File: src/hw/rtl/dsc_pkg.sv
// Shared constants, codes, types and a helper function of the decimal string calculator.
package dsc_pkg;

    localparam int OPERAND_DIGITS_DEF = 9;
    localparam int OPERAND_W = 36;
    localparam int VAL_W = 30;
    localparam int RES_W = 31;
    localparam int BIN_W = 32;
    localparam int DIG_MAX = 10;
    localparam int BCD_FULL_W = 4 * DIG_MAX;
    localparam int BCD_W = 38;
    localparam int CNT_W = 4;
    localparam int LO_DIGITS = 5;
    localparam int LO_W = 17;
    localparam int HI_W = 14;
    localparam int LO_SCALE = 100000;
    localparam int BITS_PER_STAGE = 4;
    localparam int B2B_STAGES = BIN_W / BITS_PER_STAGE;

    localparam logic [2:0] OP_ADD = 3'd0;
    localparam logic [2:0] OP_SUB = 3'd1;
    localparam logic [2:0] OP_MUL = 3'd2;
    localparam logic [2:0] OP_DIV = 3'd3;
    localparam logic [2:0] OP_MOD = 3'd4;

    localparam logic [2:0] ST_OK   = 3'd0;
    localparam logic [2:0] ST_NEG  = 3'd1;
    localparam logic [2:0] ST_DIV0 = 3'd2;
    localparam logic [2:0] ST_OVF  = 3'd3;
    localparam logic [2:0] ST_BAD  = 3'd4;

    typedef struct packed {
        logic [2:0]       op;
        logic [2:0]       status;
        logic [RES_W-1:0] r;
    } side_t;

    function automatic logic [3:0] add3(input logic [3:0] d);
        add3 = (d >= 4'd5) ? 4'(d + 4'd3) : d;
    endfunction

endpackage

File: src/hw/rtl/dsc_div.sv
// Pipelined restoring divider, one quotient bit per stage, with request sideband.
module dsc_div (
    input  logic                       clk,
    input  logic                       rst_n,
    input  logic                       in_valid,
    input  logic [dsc_pkg::VAL_W-1:0]  dividend,
    input  logic [dsc_pkg::VAL_W-1:0]  divisor,
    input  dsc_pkg::side_t             in_side,
    output logic                       out_valid,
    output logic [dsc_pkg::VAL_W-1:0]  quot,
    output logic [dsc_pkg::VAL_W-1:0]  rem,
    output dsc_pkg::side_t             out_side
);

    localparam int W = dsc_pkg::VAL_W;

    logic           v_reg [W];
    logic [W-1:0]   q_reg [W];
    logic [W-1:0]   r_reg [W];
    logic [W-1:0]   d_reg [W];
    dsc_pkg::side_t s_reg [W];

    genvar k;
    generate
        for (k = 0; k < W; k++)
        begin : g_stage
            logic           v_in;
            logic [W-1:0]   q_in;
            logic [W-1:0]   r_in;
            logic [W-1:0]   d_in;
            dsc_pkg::side_t s_in;
            logic [W:0]     trial;
            logic           take;
            logic [W-1:0]   r_next;
            logic [W-1:0]   q_next;

            if (k == 0)
            begin : g_first
                assign v_in = in_valid;
                assign q_in = dividend;
                assign r_in = '0;
                assign d_in = divisor;
                assign s_in = in_side;
            end
            else
            begin : g_rest
                assign v_in = v_reg[k-1];
                assign q_in = q_reg[k-1];
                assign r_in = r_reg[k-1];
                assign d_in = d_reg[k-1];
                assign s_in = s_reg[k-1];
            end

            always_comb
            begin
                trial  = {r_in, q_in[W-1]};
                take   = (trial >= {1'b0, d_in});
                r_next = take ? W'(trial - {1'b0, d_in}) : trial[W-1:0];
                q_next = {q_in[W-2:0], take};
            end

            always_ff @(posedge clk or negedge rst_n)
            begin
                if (!rst_n)
                begin
                    v_reg[k] <= 1'b0;
                end
                else
                begin
                    v_reg[k] <= v_in;
                end
            end

            always_ff @(posedge clk)
            begin
                q_reg[k] <= q_next;
                r_reg[k] <= r_next;
                d_reg[k] <= d_in;
                s_reg[k] <= s_in;
            end
        end
    endgenerate

    assign out_valid = v_reg[W-1];
    assign quot      = q_reg[W-1];
    assign rem       = r_reg[W-1];
    assign out_side  = s_reg[W-1];

endmodule

File: config.mk
export PLATFORM = sky130hd
export DESIGN_NAME = dsc_div
export DESIGN_NICKNAME = d
export VERILOG_FILES = /design/src/hw/rtl/dsc_pkg.sv /design/src/hw/rtl/dsc_div.sv
export SDC_FILE = /design/constraint.sdc
export NUM_CORES = 2
export LEC_CHECK = 0
export BUFFER_PORTS_ARGS = -buffer_cell sky130_fd_sc_hd__clkbuf_2
export CAP_MARGIN = 20
export CORE_ASPECT_RATIO = 1.75
export CORE_UTILIZATION = 56
export DETAILED_ROUTE_END_ITERATION = 6
export GPL_TIMING_DRIVEN = 0
export MAX_ROUTING_LAYER = met4
export PLACE_DENSITY = 0.8
export RECOVER_POWER = 100
export SLEW_MARGIN = 5
export SYNTH_ARGS = -nofsm -noshare
export SYNTH_HDL_FRONTEND = slang
export SYNTH_SLANG_ARGS = --single-unit
File: constraint.sdc
create_clock -name clk -period 4.05 [get_ports clk]
set_clock_uncertainty 0.1 [all_clocks]
set_input_delay 0.405 -clock clk [delete_from_list [all_inputs] [get_ports clk]]
set_output_delay 0.405 -clock clk [all_outputs]
set_load 0.01 [all_outputs]
==> Word level (Yosys, flattened, before mapping) <==
Memories as Yosys holds them, arrays and structs flattened.
Cells that the tools add are included.
{ "totals": {"memories": 4, "input_bits": 100, "register_bits": 30, "out_inout_bits": 98, "wordCells": 124, "mem_bits_rw": 3810} }
{ "op_classes": {"addsub": 30, "n_lt_le_gt_ge": 30, "muxes": 30} }
{ "mem_list": {"columns": ["memory", "depth", "width", "read_ports", "rd_clocked_by_memory_dff", "write_ports", "line", "source"], "rows": [
  ["s_reg", 30, 37, 30, 0, 30, "dsc_div.sv:21", "dsc_pkg::side_t s_reg [W];"],
  ["d_reg", 30, 30, 29, 0, 30, "dsc_div.sv:20", "logic [W-1:0] d_reg [W];"],
  ["q_reg", 30, 30, 30, 0, 30, "dsc_div.sv:18", "logic [W-1:0] q_reg [W];"],
  ["r_reg", 30, 30, 30, 0, 30, "dsc_div.sv:19", "logic [W-1:0] r_reg [W];"]
]} }
{ "op_table": {"columns": ["cell", "count"], "rows": [
  ["30-bit two-way mux", 30],
  ["31-bit by 30-bit greater-or-equal comparator with 1-bit output", 29],
  ["30-bit subtractor", 29],
  ["1-bit by 30-bit greater-or-equal comparator with 1-bit output", 1],
  ["1-bit by 30-bit subtractor with 30-bit output", 1]
]} }

==> Longest topological paths before layout <==
An unclocked memory read counts as a cell.
{ "logic_depth": {"ltp_word": 3, "mapped_depth": 17, "depth_no_buf": 15} }

==> Worst setup path before layout <==
Ideal clock, no wire load.
{ "synth_path": {"path_kind": "register to register", "from": "mem d_reg[0][211] in the netlist's numbering", "to": "mem r_reg[0][262] in the netlist's numbering", "setup_slack_ns": 0.477, "path_buffers": 0, "setup_time_ns": 0.123, "t_required_ns": 3.827, "period_less_slack_ns": 3.573, "stages_incl_launch_ff": 15, "arrival_time_ns": 3.350, "cell_sequence": "dfxtp_1 > inv_1 > ha_1 > nor2b_1 > o21ai_1 > a21boi_1 > o311ai_1 > o211ai_1 > a221o_1 > a221o_1 > a21o_1 > a311o_1 > a31oi_4 > inv_2 > mux2_1"} }
{ "synth_rtl": {"columns": ["item", "line"], "rows": [
  ["from (decl)", "dsc_div.sv:20"],
  ["to (decl)", "dsc_div.sv:19"]
]} }

==> flow_summary.yaml <==
flow_run:
  drv_cap: 0
place:
  port_buffers: 197
  preCtsSetupSlack_ns: -2.27
  place.gp.congestion: 1.03
  dp_hpwl_mm: 284
timing:
  min_period_over_period: 1.03
  worst_slew_pin_slew_ns: 1.09
  hold_viol_final: 0
  fmax_mhz: 240
  slew_violations: 0
  layout_setup_ws_ns: -0.108
  slew_headroom: 0.266
  setup_violations: 47
  min_period_ns: 4.16
  tns_ns: -1.97
  grt_setup_unrepaired: "true"
logic_synthesis:
  ys_async_sr_fraction: 0.00787
  synth_edf_count: 0
  synth.area.top_cells: "dfxtp_1, ha_1, inv_1"
  synthFlopType: "dfxtp_1"
  syn-cell-area_sq_um: 131000
  synth_fp_nets: 13100
  ys_seq_elements: 3810
  synth_cell_types: 88
  yosysSeqAreaShare: 0.583
  avgSynthCellArea_sq_um: 10.9
  yosysTopAreaCellShare: 0.577
  ys_warn_count: 0
  synth_area_leader_cell: "dfxtp_1"
  synth_cells: 12100
drt:
  detail-route-antenna-nets: 0
  first_pass_iters: 5
  wl_met2_mm: 207
  wl_per_cell_um: 22.8
  drt-vias-per-instance: 5.49
  vias: 89400
  route.met3.wl_mm: 13.7
  drt-met1-wl_mm: 94.2
  routed_wl_mm: 371
  drc: 0
  drt-initial-drc-count: 3939
  top_layer_used: "met4"
finish:
  nNetsFinal: 13900
  largest_register_ffs: 1110
  drive_gt1_frac: 0.128
  area_growth_pct: 16.6
power:
  vdd_drop_max_mv: 0.432
  cellLeakagePower_nw: 71.2
  power.density_nw_per_um2: 612
global_route:
  antenna_found_initial: 37
  grt_pass1_wl_mm: 540
  grt_pass1_vias: 94400
  gr-usage-all-layers: 0.317
  gr-total-overflow: 0
  grt_max_degree: 31
floorplanning:
  dieArea_sq_um: 236000
  start_util: 0.564
  rows: 234
  die_w_um: 368
  die_h_um: 642
  core-area_sq_um: 232000
  io_pins: 198
setup_path:
  end_kind: "flip-flop"
  r2r-end: "r_reg[0][343]"
  cp.arrival_ns: 4.82
  crit_fanout: 6
  r2r_slack_ns: -0.11
  r2r-start: "d_reg[0][301]"
  rr_worst_depth: 17
  crit_type: "reg2reg"
  cp.required_ns: 4.71
  worstSetupStartpointType: "flip-flop"
cts:
  clk_path_buf_depth: 4
  h-tree-depth: 5
  numCtsBuffers: 330
  path_clk_slew_ns: 0.06
  cts_tree: "yes"
  root_buffer: "clkbuf_16"
  numClockSinks: 3810
  clock_latency_ns: 0.92
outcome:
  violations: "negative setup slack"
  outcome: "finished with violations"
min_path:
  hp-class: "in2async"
synthesized netlist by cell type, drive strengths merged (36+ instances only):
library cell  number
a21boi            42
nor4              36
xnor2            393
mux2             307
o21ai            766
dfxtp           3780
a21oi            729
ha               872
a31oi             85
clkbuf           177
nor2             453
nand4            133
buf               59
nor2b            138
xor2             323
inv             1093
o21bai            77
nor3              99
a211oi            78
o21a             114
o31ai             66
and3              93
nand3            162
a21o             493
nand2            771
nand2b           136
routing by layer:
metal  up-vias  global-route usage
met4         0               0.396
met5         -                   -
li1      42900                   -
met2      2566               0.614
met3      1895              0.0589
met1     42000               0.196
per-stage QoR:
| stage | cell area, sq um | hold slack [ns] | utilization | power, mW | cells |
|---|---|---|---|---|---|
| floorplan | 131000 | 0.00941 | - | 54.1 | 12100 |
| global placement | 136000 | 0.210 | 0.585 | 59.3 | 15300 |
| detailed placement | 136000 | 0.212 | 0.586 | 59.6 | 15400 |
| CTS | 152000 | 0.000490 | 0.652 | 93.8 | 16100 |
| global route | 153000 | 0.0376 | 0.658 | 97.5 | 16300 |
| finish | 153000 | 0.0387 | 0.658 | 93.6 | 16300 |
worst max-delay path by stage:
stage                              from       endpoint  slack, ns  depth (start not counted)
final                     d_reg[0][301]  r_reg[0][343]      -0.11                         17
after floorplan           d_reg[0][211]  r_reg[0][262]       0.48                         14
after CTS                 d_reg[0][211]  r_reg[0][256]      -0.06                         16
after global routing      d_reg[0][301]  r_reg[0][349]      -0.11                         17
after detailed placement  d_reg[0][331]  r_reg[0][372]      -2.27                         16
after global placement    d_reg[0][432]  r_reg[0][465]      -2.96                         14
critical path: stages (launching register included):
cell and delay [ns]:
dfxtp_4 0.36, inv_2 0.04, ha_4 0.21, nor2b_4 0.13, o21ai_4 0.17, a21boi_4 0.12
o311ai_4 0.26, o211ai_1 0.23, a221o_1 0.38, a221o_1 0.35, a21o_4 0.28, a311o_1 0.42
a31oi_4 0.23, buf_12 0.23, buf_12 0.19, buf_12 0.12, buf_12 0.14, o21ai_2 0.06
power by group:
group	switching (mW)	internal, mW
registers	1.43	40.4
logic	10.9	7.66
clock network	14.2	19.0
logic make-up (layout without fill, tap and decap cells):
logic type / after synthesis / count (layout) / share of synthesized area
flip-flops: 3810 / 3810 / 0.583
AO/OA/AOI/OAI: 2796 / 2796 / 0.135
AND/OR/NAND/NOR: 2188 / 2188 / 0.0800
buffers and inverters: 1329 / 2392 / 0.0385
adder cells (fa/ha/maj): 901 / 901 / 0.0876
XOR/XNOR: 716 / 716 / 0.0478
multiplexers: 333 / 333 / 0.0283
other: 0 / 61 / 0
placed cells by master (no fill, tap or decap), types with 36 or more instances in the layout:
cell           count
a211oi_1          65
o31ai_1           51
o21ai_2           40
clkbuf_16        339
o21a_1           110
clkinv_2          48
dfxtp_1         3759
nor2b_1          135
dlygate4sd3_1    119
xnor2_1          393
diode_2           61
buf_4            146
a21o_1           490
o21ai_1           40
nor2_1           449
ha_1             850
nand4_1          133
and3_1            93
o21bai_1          73
nor3_1            92
clkbuf_8          85
a21oi_1          695
o21ai_0          680
a31oi_1           68
bufinv_16         36
nand3_1          159
nand2_1          759
xor2_1           323
clkbuf_1         169
clkbuf_2         185
inv_1           1081
mux2_2           301
nand2b_1         135
what timing repair did:
| item | in CTS | in global routing |
|---|---|---|
| gates cloned | 3 | 2 |
| gates resized for setup | 519 | 239 |
| hold endpoints to repair | 133 | 0 |
| hold buffers | 119 | 0 |
| buffers inserted | 77 | 53 |
| endpoints found under the setup margin | 875 | 734 |
| pin swaps | 76 | 80 |
final cells by class:
cell class	count	area (sq um)
Timing Repair Buffer	469	3570
Tap cell	3068	3840
Inverter	1093	4110
Clock inverter	157	2130
Clock buffer	442	9520
Buffer	231	1630
Antenna cell	61	153
Fill cell	18200	79500
Multi-Input combinational cell	6934	51600
Sequential cell	3810	76500
Note: power is estimated with default switching activity, not from simulation.
