===== src/hw/rtl/dsc_pkg.sv =====
// Shared constants, codes, types and a helper function of the decimal string calculator.
package dsc_pkg;

    localparam int OPERAND_DIGITS_DEF = 9;
    localparam int OPERAND_W = 36;
    localparam int VAL_W = 30;
    localparam int RES_W = 31;
    localparam int BIN_W = 32;
    localparam int DIG_MAX = 10;
    localparam int BCD_FULL_W = 4 * DIG_MAX;
    localparam int BCD_W = 38;
    localparam int CNT_W = 4;
    localparam int LO_DIGITS = 5;
    localparam int LO_W = 17;
    localparam int HI_W = 14;
    localparam int LO_SCALE = 100000;
    localparam int BITS_PER_STAGE = 4;
    localparam int B2B_STAGES = BIN_W / BITS_PER_STAGE;

    localparam logic [2:0] OP_ADD = 3'd0;
    localparam logic [2:0] OP_SUB = 3'd1;
    localparam logic [2:0] OP_MUL = 3'd2;
    localparam logic [2:0] OP_DIV = 3'd3;
    localparam logic [2:0] OP_MOD = 3'd4;

    localparam logic [2:0] ST_OK   = 3'd0;
    localparam logic [2:0] ST_NEG  = 3'd1;
    localparam logic [2:0] ST_DIV0 = 3'd2;
    localparam logic [2:0] ST_OVF  = 3'd3;
    localparam logic [2:0] ST_BAD  = 3'd4;

    typedef struct packed {
        logic [2:0]       op;
        logic [2:0]       status;
        logic [RES_W-1:0] r;
    } side_t;

    function automatic logic [3:0] add3(input logic [3:0] d);
        add3 = (d >= 4'd5) ? 4'(d + 4'd3) : d;
    endfunction

endpackage


===== src/hw/rtl/dsc_b2b.sv =====
// Pipelined binary to packed BCD converter with significant digit count.
module dsc_b2b (
    input  logic                        clk,
    input  logic                        rst_n,
    input  logic                        in_valid,
    input  logic [dsc_pkg::RES_W-1:0]   bin,
    input  logic [2:0]                  in_status,
    output logic                        out_valid,
    output logic [dsc_pkg::BCD_W-1:0]   bcd,
    output logic [dsc_pkg::CNT_W-1:0]   digits,
    output logic [2:0]                  out_status
);

    localparam int NS = dsc_pkg::B2B_STAGES;
    localparam int BW = dsc_pkg::BIN_W;
    localparam int FW = dsc_pkg::BCD_FULL_W;

    logic          v_reg   [NS];
    logic [BW-1:0] bin_reg [NS];
    logic [FW-1:0] bcd_reg [NS];
    logic [2:0]    st_reg  [NS];

    genvar k;
    generate
        for (k = 0; k < NS; k++)
        begin : g_stage
            logic          v_in;
            logic [BW-1:0] bin_in;
            logic [FW-1:0] bcd_in;
            logic [2:0]    st_in;
            logic [BW-1:0] bin_next;
            logic [FW-1:0] bcd_next;

            if (k == 0)
            begin : g_first
                assign v_in   = in_valid;
                assign bin_in = {{(BW - dsc_pkg::RES_W){1'b0}}, bin};
                assign bcd_in = '0;
                assign st_in  = in_status;
            end
            else
            begin : g_rest
                assign v_in   = v_reg[k-1];
                assign bin_in = bin_reg[k-1];
                assign bcd_in = bcd_reg[k-1];
                assign st_in  = st_reg[k-1];
            end

            always_comb
            begin
                bin_next = bin_in;
                bcd_next = bcd_in;
                for (int s = 0; s < dsc_pkg::BITS_PER_STAGE; s++)
                begin
                    for (int d = 0; d < dsc_pkg::DIG_MAX; d++)
                    begin
                        bcd_next[4*d +: 4] = dsc_pkg::add3(bcd_next[4*d +: 4]);
                    end
                    bcd_next = {bcd_next[FW-2:0], bin_next[BW-1]};
                    bin_next = {bin_next[BW-2:0], 1'b0};
                end
            end

            always_ff @(posedge clk or negedge rst_n)
            begin
                if (!rst_n)
                begin
                    v_reg[k] <= 1'b0;
                end
                else
                begin
                    v_reg[k] <= v_in;
                end
            end

            always_ff @(posedge clk)
            begin
                bin_reg[k] <= bin_next;
                bcd_reg[k] <= bcd_next;
                st_reg[k]  <= st_in;
            end
        end
    endgenerate

    logic                      out_v_reg;
    logic [dsc_pkg::BCD_W-1:0] bcd_out_reg;
    logic [dsc_pkg::CNT_W-1:0] cnt_out_reg;
    logic [2:0]                st_out_reg;
    logic [dsc_pkg::CNT_W-1:0] cnt_next;

    always_comb
    begin
        cnt_next = dsc_pkg::CNT_W'(1);
        for (int d = 1; d < dsc_pkg::DIG_MAX; d++)
        begin
            if (bcd_reg[NS-1][4*d +: 4] != 4'd0)
            begin
                cnt_next = dsc_pkg::CNT_W'(d + 1);
            end
        end
    end

    always_ff @(posedge clk or negedge rst_n)
    begin
        if (!rst_n)
        begin
            out_v_reg <= 1'b0;
        end
        else
        begin
            out_v_reg <= v_reg[NS-1];
        end
    end

    always_ff @(posedge clk)
    begin
        bcd_out_reg <= bcd_reg[NS-1][dsc_pkg::BCD_W-1:0];
        cnt_out_reg <= cnt_next;
        st_out_reg  <= st_reg[NS-1];
    end

    assign out_valid  = out_v_reg;
    assign bcd        = bcd_out_reg;
    assign digits     = cnt_out_reg;
    assign out_status = st_out_reg;

endmodule


===== config.mk =====
export PLATFORM = sky130hd
export DESIGN_NAME = dsc_b2b
export DESIGN_NICKNAME = d
export VERILOG_FILES = /design/src/hw/rtl/dsc_pkg.sv /design/src/hw/rtl/dsc_b2b.sv
export SDC_FILE = /design/constraint.sdc
export NUM_CORES = 1
export LEC_CHECK = 0
export BUFFER_PORTS_ARGS = -buffer_cell sky130_fd_sc_hd__buf_2
export CORE_AREA = 4 4 218 177
export CTS_CLUSTER_SIZE = 25
export DETAILED_ROUTE_END_ITERATION = 8
export DIE_AREA = 0 0 222 181
export PLACE_DENSITY = 0.88
export SLEW_MARGIN = 40
export SYNTH_ARGS = -nofsm -noshare
export SYNTH_HDL_FRONTEND = slang
export SYNTH_SLANG_ARGS = --single-unit

===== constraint.sdc =====
create_clock -name clk -period 8.98 [get_ports clk]
set_input_delay 0.898 -clock clk [delete_from_list [all_inputs] [get_ports clk]]
set_output_delay 0.898 -clock clk [all_outputs]
set_load 0.005 [all_outputs]

# Word level (Yosys, flattened, before mapping)
# Memories as Yosys holds them, arrays and structs flattened. A register that Yosys moved wholly into a read port is not among the register bits.
# Index checks and enable logic that the tools add are counted.
[classes] add_sub_neg=283 n_lt_le_gt_ge=283 n_mux=291 n_reduce_logical=10
[op_table] operator="4-bit by 3-bit greater-or-equal comparator with 1-bit output (second input constant)" n=281
[op_table] operator="4-bit by 2-bit adder with 4-bit output (second input constant)" n=253
[op_table] operator="4-bit 2-to-1 mux" n=253
[op_table] operator="3-bit 2-to-1 mux" n=34
[op_table] operator="3-bit by 2-bit adder with 3-bit output (second input constant)" n=28
[op_table] operator="4-bit nonzero test" n=9
[op_table] operator="2-bit 2-to-1 mux" n=4
[op_table] operator="1-bit by 2-bit adder with 3-bit output (both inputs constant)" n=1
[op_table] operator="1-bit by 2-bit adder with 3-bit output (second input constant)" n=1
[op_table] operator="1-bit by 3-bit greater-or-equal comparator with 1-bit output (both inputs constant)" n=1
[op_table] operator="1-bit by 3-bit greater-or-equal comparator with 1-bit output (second input constant)" n=1
[op_table] operator="3-bit OR reduction" n=1
[word_totals] reg_bits=51 ramBits=568 mem_count=3
[mem_list] memory="bcd_reg" words=8 width=40 rd=8 rd_ports_with_merged_regs=0 wr=8 line="dsc_b2b.sv:20" source="logic [FW-1:0] bcd_reg [NS];"
[mem_list] memory="bin_reg" words=8 width=28 rd=7 rd_ports_with_merged_regs=0 wr=8 line="dsc_b2b.sv:19" source="logic [BW-1:0] bin_reg [NS];"
[mem_list] memory="st_reg" words=8 width=3 rd=8 rd_ports_with_merged_regs=1 wr=8 line="dsc_b2b.sv:21" source="logic [2:0] st_reg [NS];"

# Depth between registers and ports, before layout
# An unclocked memory read counts as a cell.
[logic_depth] depth_word=10 mapped_depth=20 mapped_depth_nobuf=20

# Least setup slack after synthesis
# OpenSTA, ideal clock, no wires.
[synth_path] kind="flip-flop to flip-flop" startpoint="memory bcd_reg[1][21] in the netlist's numbering" endpoint="memory bcd_reg[1][66] in the netlist's numbering" arrival_ns=3.314 setup_slack_ns=5.535 path_stages_with_launch=19 n_path_buf=1 period_less_slack_ns=3.445 cell_sequence="dfxtp_1 -> inv_1 -> ha_1 -> nand2b_1 -> a21oi_2 -> mux2i_2 -> o21ai_2 -> xnor2_1 -> nor2_1 -> inv_1 -> ha_1 -> clkbuf_1 -> a211oi_1 -> a21oi_1 -> ha_1 -> o21ai_0 -> a311o_1 -> a21oi_1 -> a31oi_1"
[synth_rtl] item="start: declaration" line="dsc_b2b.sv:20"

==> flow_summary.json <==
{
  "cap_violations": 0,
  "slew_viol_final": 0,
  "area_growth_pct": 8.92,
  "cts_sinks": 365,
  "grt-ovfl-total": 0,
  "ys_ff_latch": 365,
  "cts.reportedPaths.clkPinSlew_ps": 60,
  "regToRegStartpoint": "bcd_reg[0][0]$_DFF_P_",
  "hpwl_mm": 33.8,
  "grt_max_degree": 26,
  "htreeDepth": 2,
  "wl_mm": 46.8,
  "syn_area_sq_mm": 0.0234,
  "io_pins": 83,
  "cts_tree": "done",
  "start_util_pct": 64.0,
  "rsz0062_at_grt": "no",
  "routabilityCongestion": 0.873,
  "clk_latency_ps": 550,
  "via_per_inst": 6.03,
  "ff2ff_setup_slack_ps": 5070,
  "ys.flop_type": "dfxtp_1",
  "numPortBuffers": 82,
  "ys_seq_area_share_pct": 31.4,
  "synthArstFlopShare_pct": 2.47,
  "postCtsHoldBufs": 0,
  "hold_ws_ps": 191,
  "skew_ps": 18.4,
  "syn_nets": 3053,
  "dieArea_sq_mm": 0.0402,
  "run_status": "finished clean",
  "grt_usage_pct": 22.2,
  "synth_edf_count": 0,
  "worstSetupStartpointType": "flop",
  "drive_gt1_share_pct": 10.7,
  "numCtsBuffers": 38,
  "r2r_end": "bcd_reg[0][42]$_DFF_P_",
  "tightest_slew_ps": 845,
  "cts_resized": 0,
  "hold_class": "in -> async",
  "syn_avg_cell_area_sq_um": 8.13,
  "row_count": 63,
  "cts-root-buf": "clkbuf_16",
  "routed-via-count": 20700,
  "grt_pass1_vias": 19600,
  "largest_reg_flops": 213,
  "coreArea_sq_mm": 0.0366,
  "drtIter0Drc": 1414,
  "finish.net_count": 3095,
  "crit_type": "reg -> reg",
  "grt_pass1_wl_mm": 81.6,
  "dp.cells": 3369,
  "path_max_fanout": 4,
  "n_antenna_cell": 0,
  "drc": 0,
  "cts_setup_buffers": 0,
  "nFillCells": 2819,
  "critical_path_required_ps": 9440,
  "clockBufferDepth": 3,
  "yosys_warnings": 0,
  "setup-tns-final_ps": 0,
  "synth_cell_types": 108,
  "fin_crit_sh_pct": 43.5,
  "hold_viol": 0,
  "die_y_microns": 181,
  "min_period_ps": 3910,
  "grt_antenna_before_repair": 0,
  "critPathArrivalTime_ps": 4370,
  "final_cell_count_no_fill": 3435,
  "ant_nets": 0,
  "drt_pass1_iterations": 5,
  "fmax_ghz": 0.256,
  "maxSlewHeadroom_pct": 43.7,
  "fp.dieW_microns": 222,
  "setup_viol": 0,
  "worst_setup_path_end_kind": "flop",
  "r2r_cells": 19,
  "synthCells": 2880,
  "post_drt_wl_per_cell_microns": 13.6
}
==> per-layer routing <==
metal  up-vias  routed length, microns  global-route usage, %
li1      10600                       -                      -
met1      9517                   20400                   26.9
met2       570                   23300                   41.2
met3        68                    2420                   3.17
met4         0                     731                   6.03
met5         -                       0                      0
==> how the worst max path moves through the flow <==
stage          depth (start not counted)  slack (ps)              startpoint                     end
2_1_floorplan                         18        5530  bcd_reg[1][21]$_DFF_P_  bcd_reg[1][66]$_DFF_P_
3_3_place_gp                          19        5360   bcd_reg[0][0]$_DFF_P_  bcd_reg[0][46]$_DFF_P_
3_5_place_dp                          19        5110   bcd_reg[0][0]$_DFF_P_  bcd_reg[0][45]$_DFF_P_
4_1_cts                               19        5090   bcd_reg[0][0]$_DFF_P_  bcd_reg[0][42]$_DFF_P_
5_1_grt                               20        4710   bcd_reg[0][0]$_DFF_P_  bcd_reg[0][46]$_DFF_P_
6_report                              19        5070   bcd_reg[0][0]$_DFF_P_  bcd_reg[0][42]$_DFF_P_
==> cell families (layout without fill, tap and decap cells) <==
group,Yosys count,count (layout),synth area share [%]
DFF,365,365,31.4
and+or+nand+nor,817,817,16.7
buffers and inverters,273,341,4.46
adders and majority gates,138,138,7.36
xor gates and xnor gates,127,127,5.10
AOI/OAI and AO/OA,1034,1034,29.3
muxes,126,126,5.73
==> final cells by class <==
class / count / area (sq um) / area share [%]
Sequential cell: 365 / 7350 / 28.8
Clock buffer: 47 / 1060 / 4.14
Tap cell: 487 / 609 / 2.39
Inverter: 192 / 721 / 2.83
Multi-Input combinational cell: 2242 / 15100 / 59.0
Clock inverter: 19 / 292 / 1.14
Timing Repair Buffer: 83 / 418 / 1.64
==> synthesized netlist by cell type, drive strengths merged, types with 16 or more instances <==
cell type  number  area, sq um
and2           20          128
nand2b         71          447
a21oi         237         1260
ha            136         1700
nor3           58          300
o21ai         305         1570
nor3b          27          208
xor2           25          234
a22oi          16          125
nor2          228          861
or3            26          168
a21o           35          263
xnor2         102          961
nor2b          26          163
a31oi          59          403
o31ai          17          143
o21bai         20          154
o22ai          28          175
a21boi         26          195
clkbuf         67          254
mux2           48          541
o211ai         31          243
dfxtp         356         7130
o21a           50          375
mux2i          77          778
nand3          55          275
a211oi         39          298
nand2         243          915
inv           192          721
==> layout by cell type (no fill, tap or decap), drive strengths merged, types with 13 or more instances in the layout <==
cell type  netlist  layout
nand3           55      55
o32ai           13      13
a31oi           59      59
a21boi          26      26
dfxtp          356     356
xor2            25      25
and2            20      20
o21a            50      50
nand2b          71      71
nor2           228     228
o211ai          31      31
o21bai          20      20
inv            192     193
ha             136     136
xnor2          102     102
a22oi           16      16
o31ai           17      17
a21oi          237     237
o21ai          305     305
a21o            35      35
clkbuf          67      47
o22ai           28      28
mux2            48      48
nand2          243     243
or3             26      26
nor2b           26      26
nor3b           27      27
nor3            58      58
mux2i           77      77
o32a            13      13
a211oi          39      39
a2bb2oi         15      15
buf             14      83
==> worst max-delay path, cell delays in order, from the launching register on <==
cell and delay, ps:
dfxtp_1 320, inv_1 90, ha_1 140, inv_1 40, ha_1 190, a21oi_1 240
xnor2_1 240, ha_1 260, nand2b_1 80, a21boi_1 250, xnor2_1 250, ha_1 260
nand2b_1 80, a21oi_1 280, xnor2_1 240, ha_1 270, inv_1 80, o21ai_0 160
nand2_1 130, mux2i_1 220
==> metrics by stage <==
| stage | worst slack (ps) | area [sq um] | util [%] |
|---|---|---|---|
| after floorplan | 5530 | 23400 | - |
| after global placement | 5360 | 24100 | 66.0 |
| after detailed placement | 5110 | 24100 | 66.0 |
| after CTS | 5090 | 25500 | 69.7 |
| after global routing | 4710 | 25500 | 69.7 |
| final | 5070 | 25500 | 69.7 |
Power is left out: the tool's default activity adds up to more than one toggle a clock period on the data nets, which glitch-free logic cannot reach.
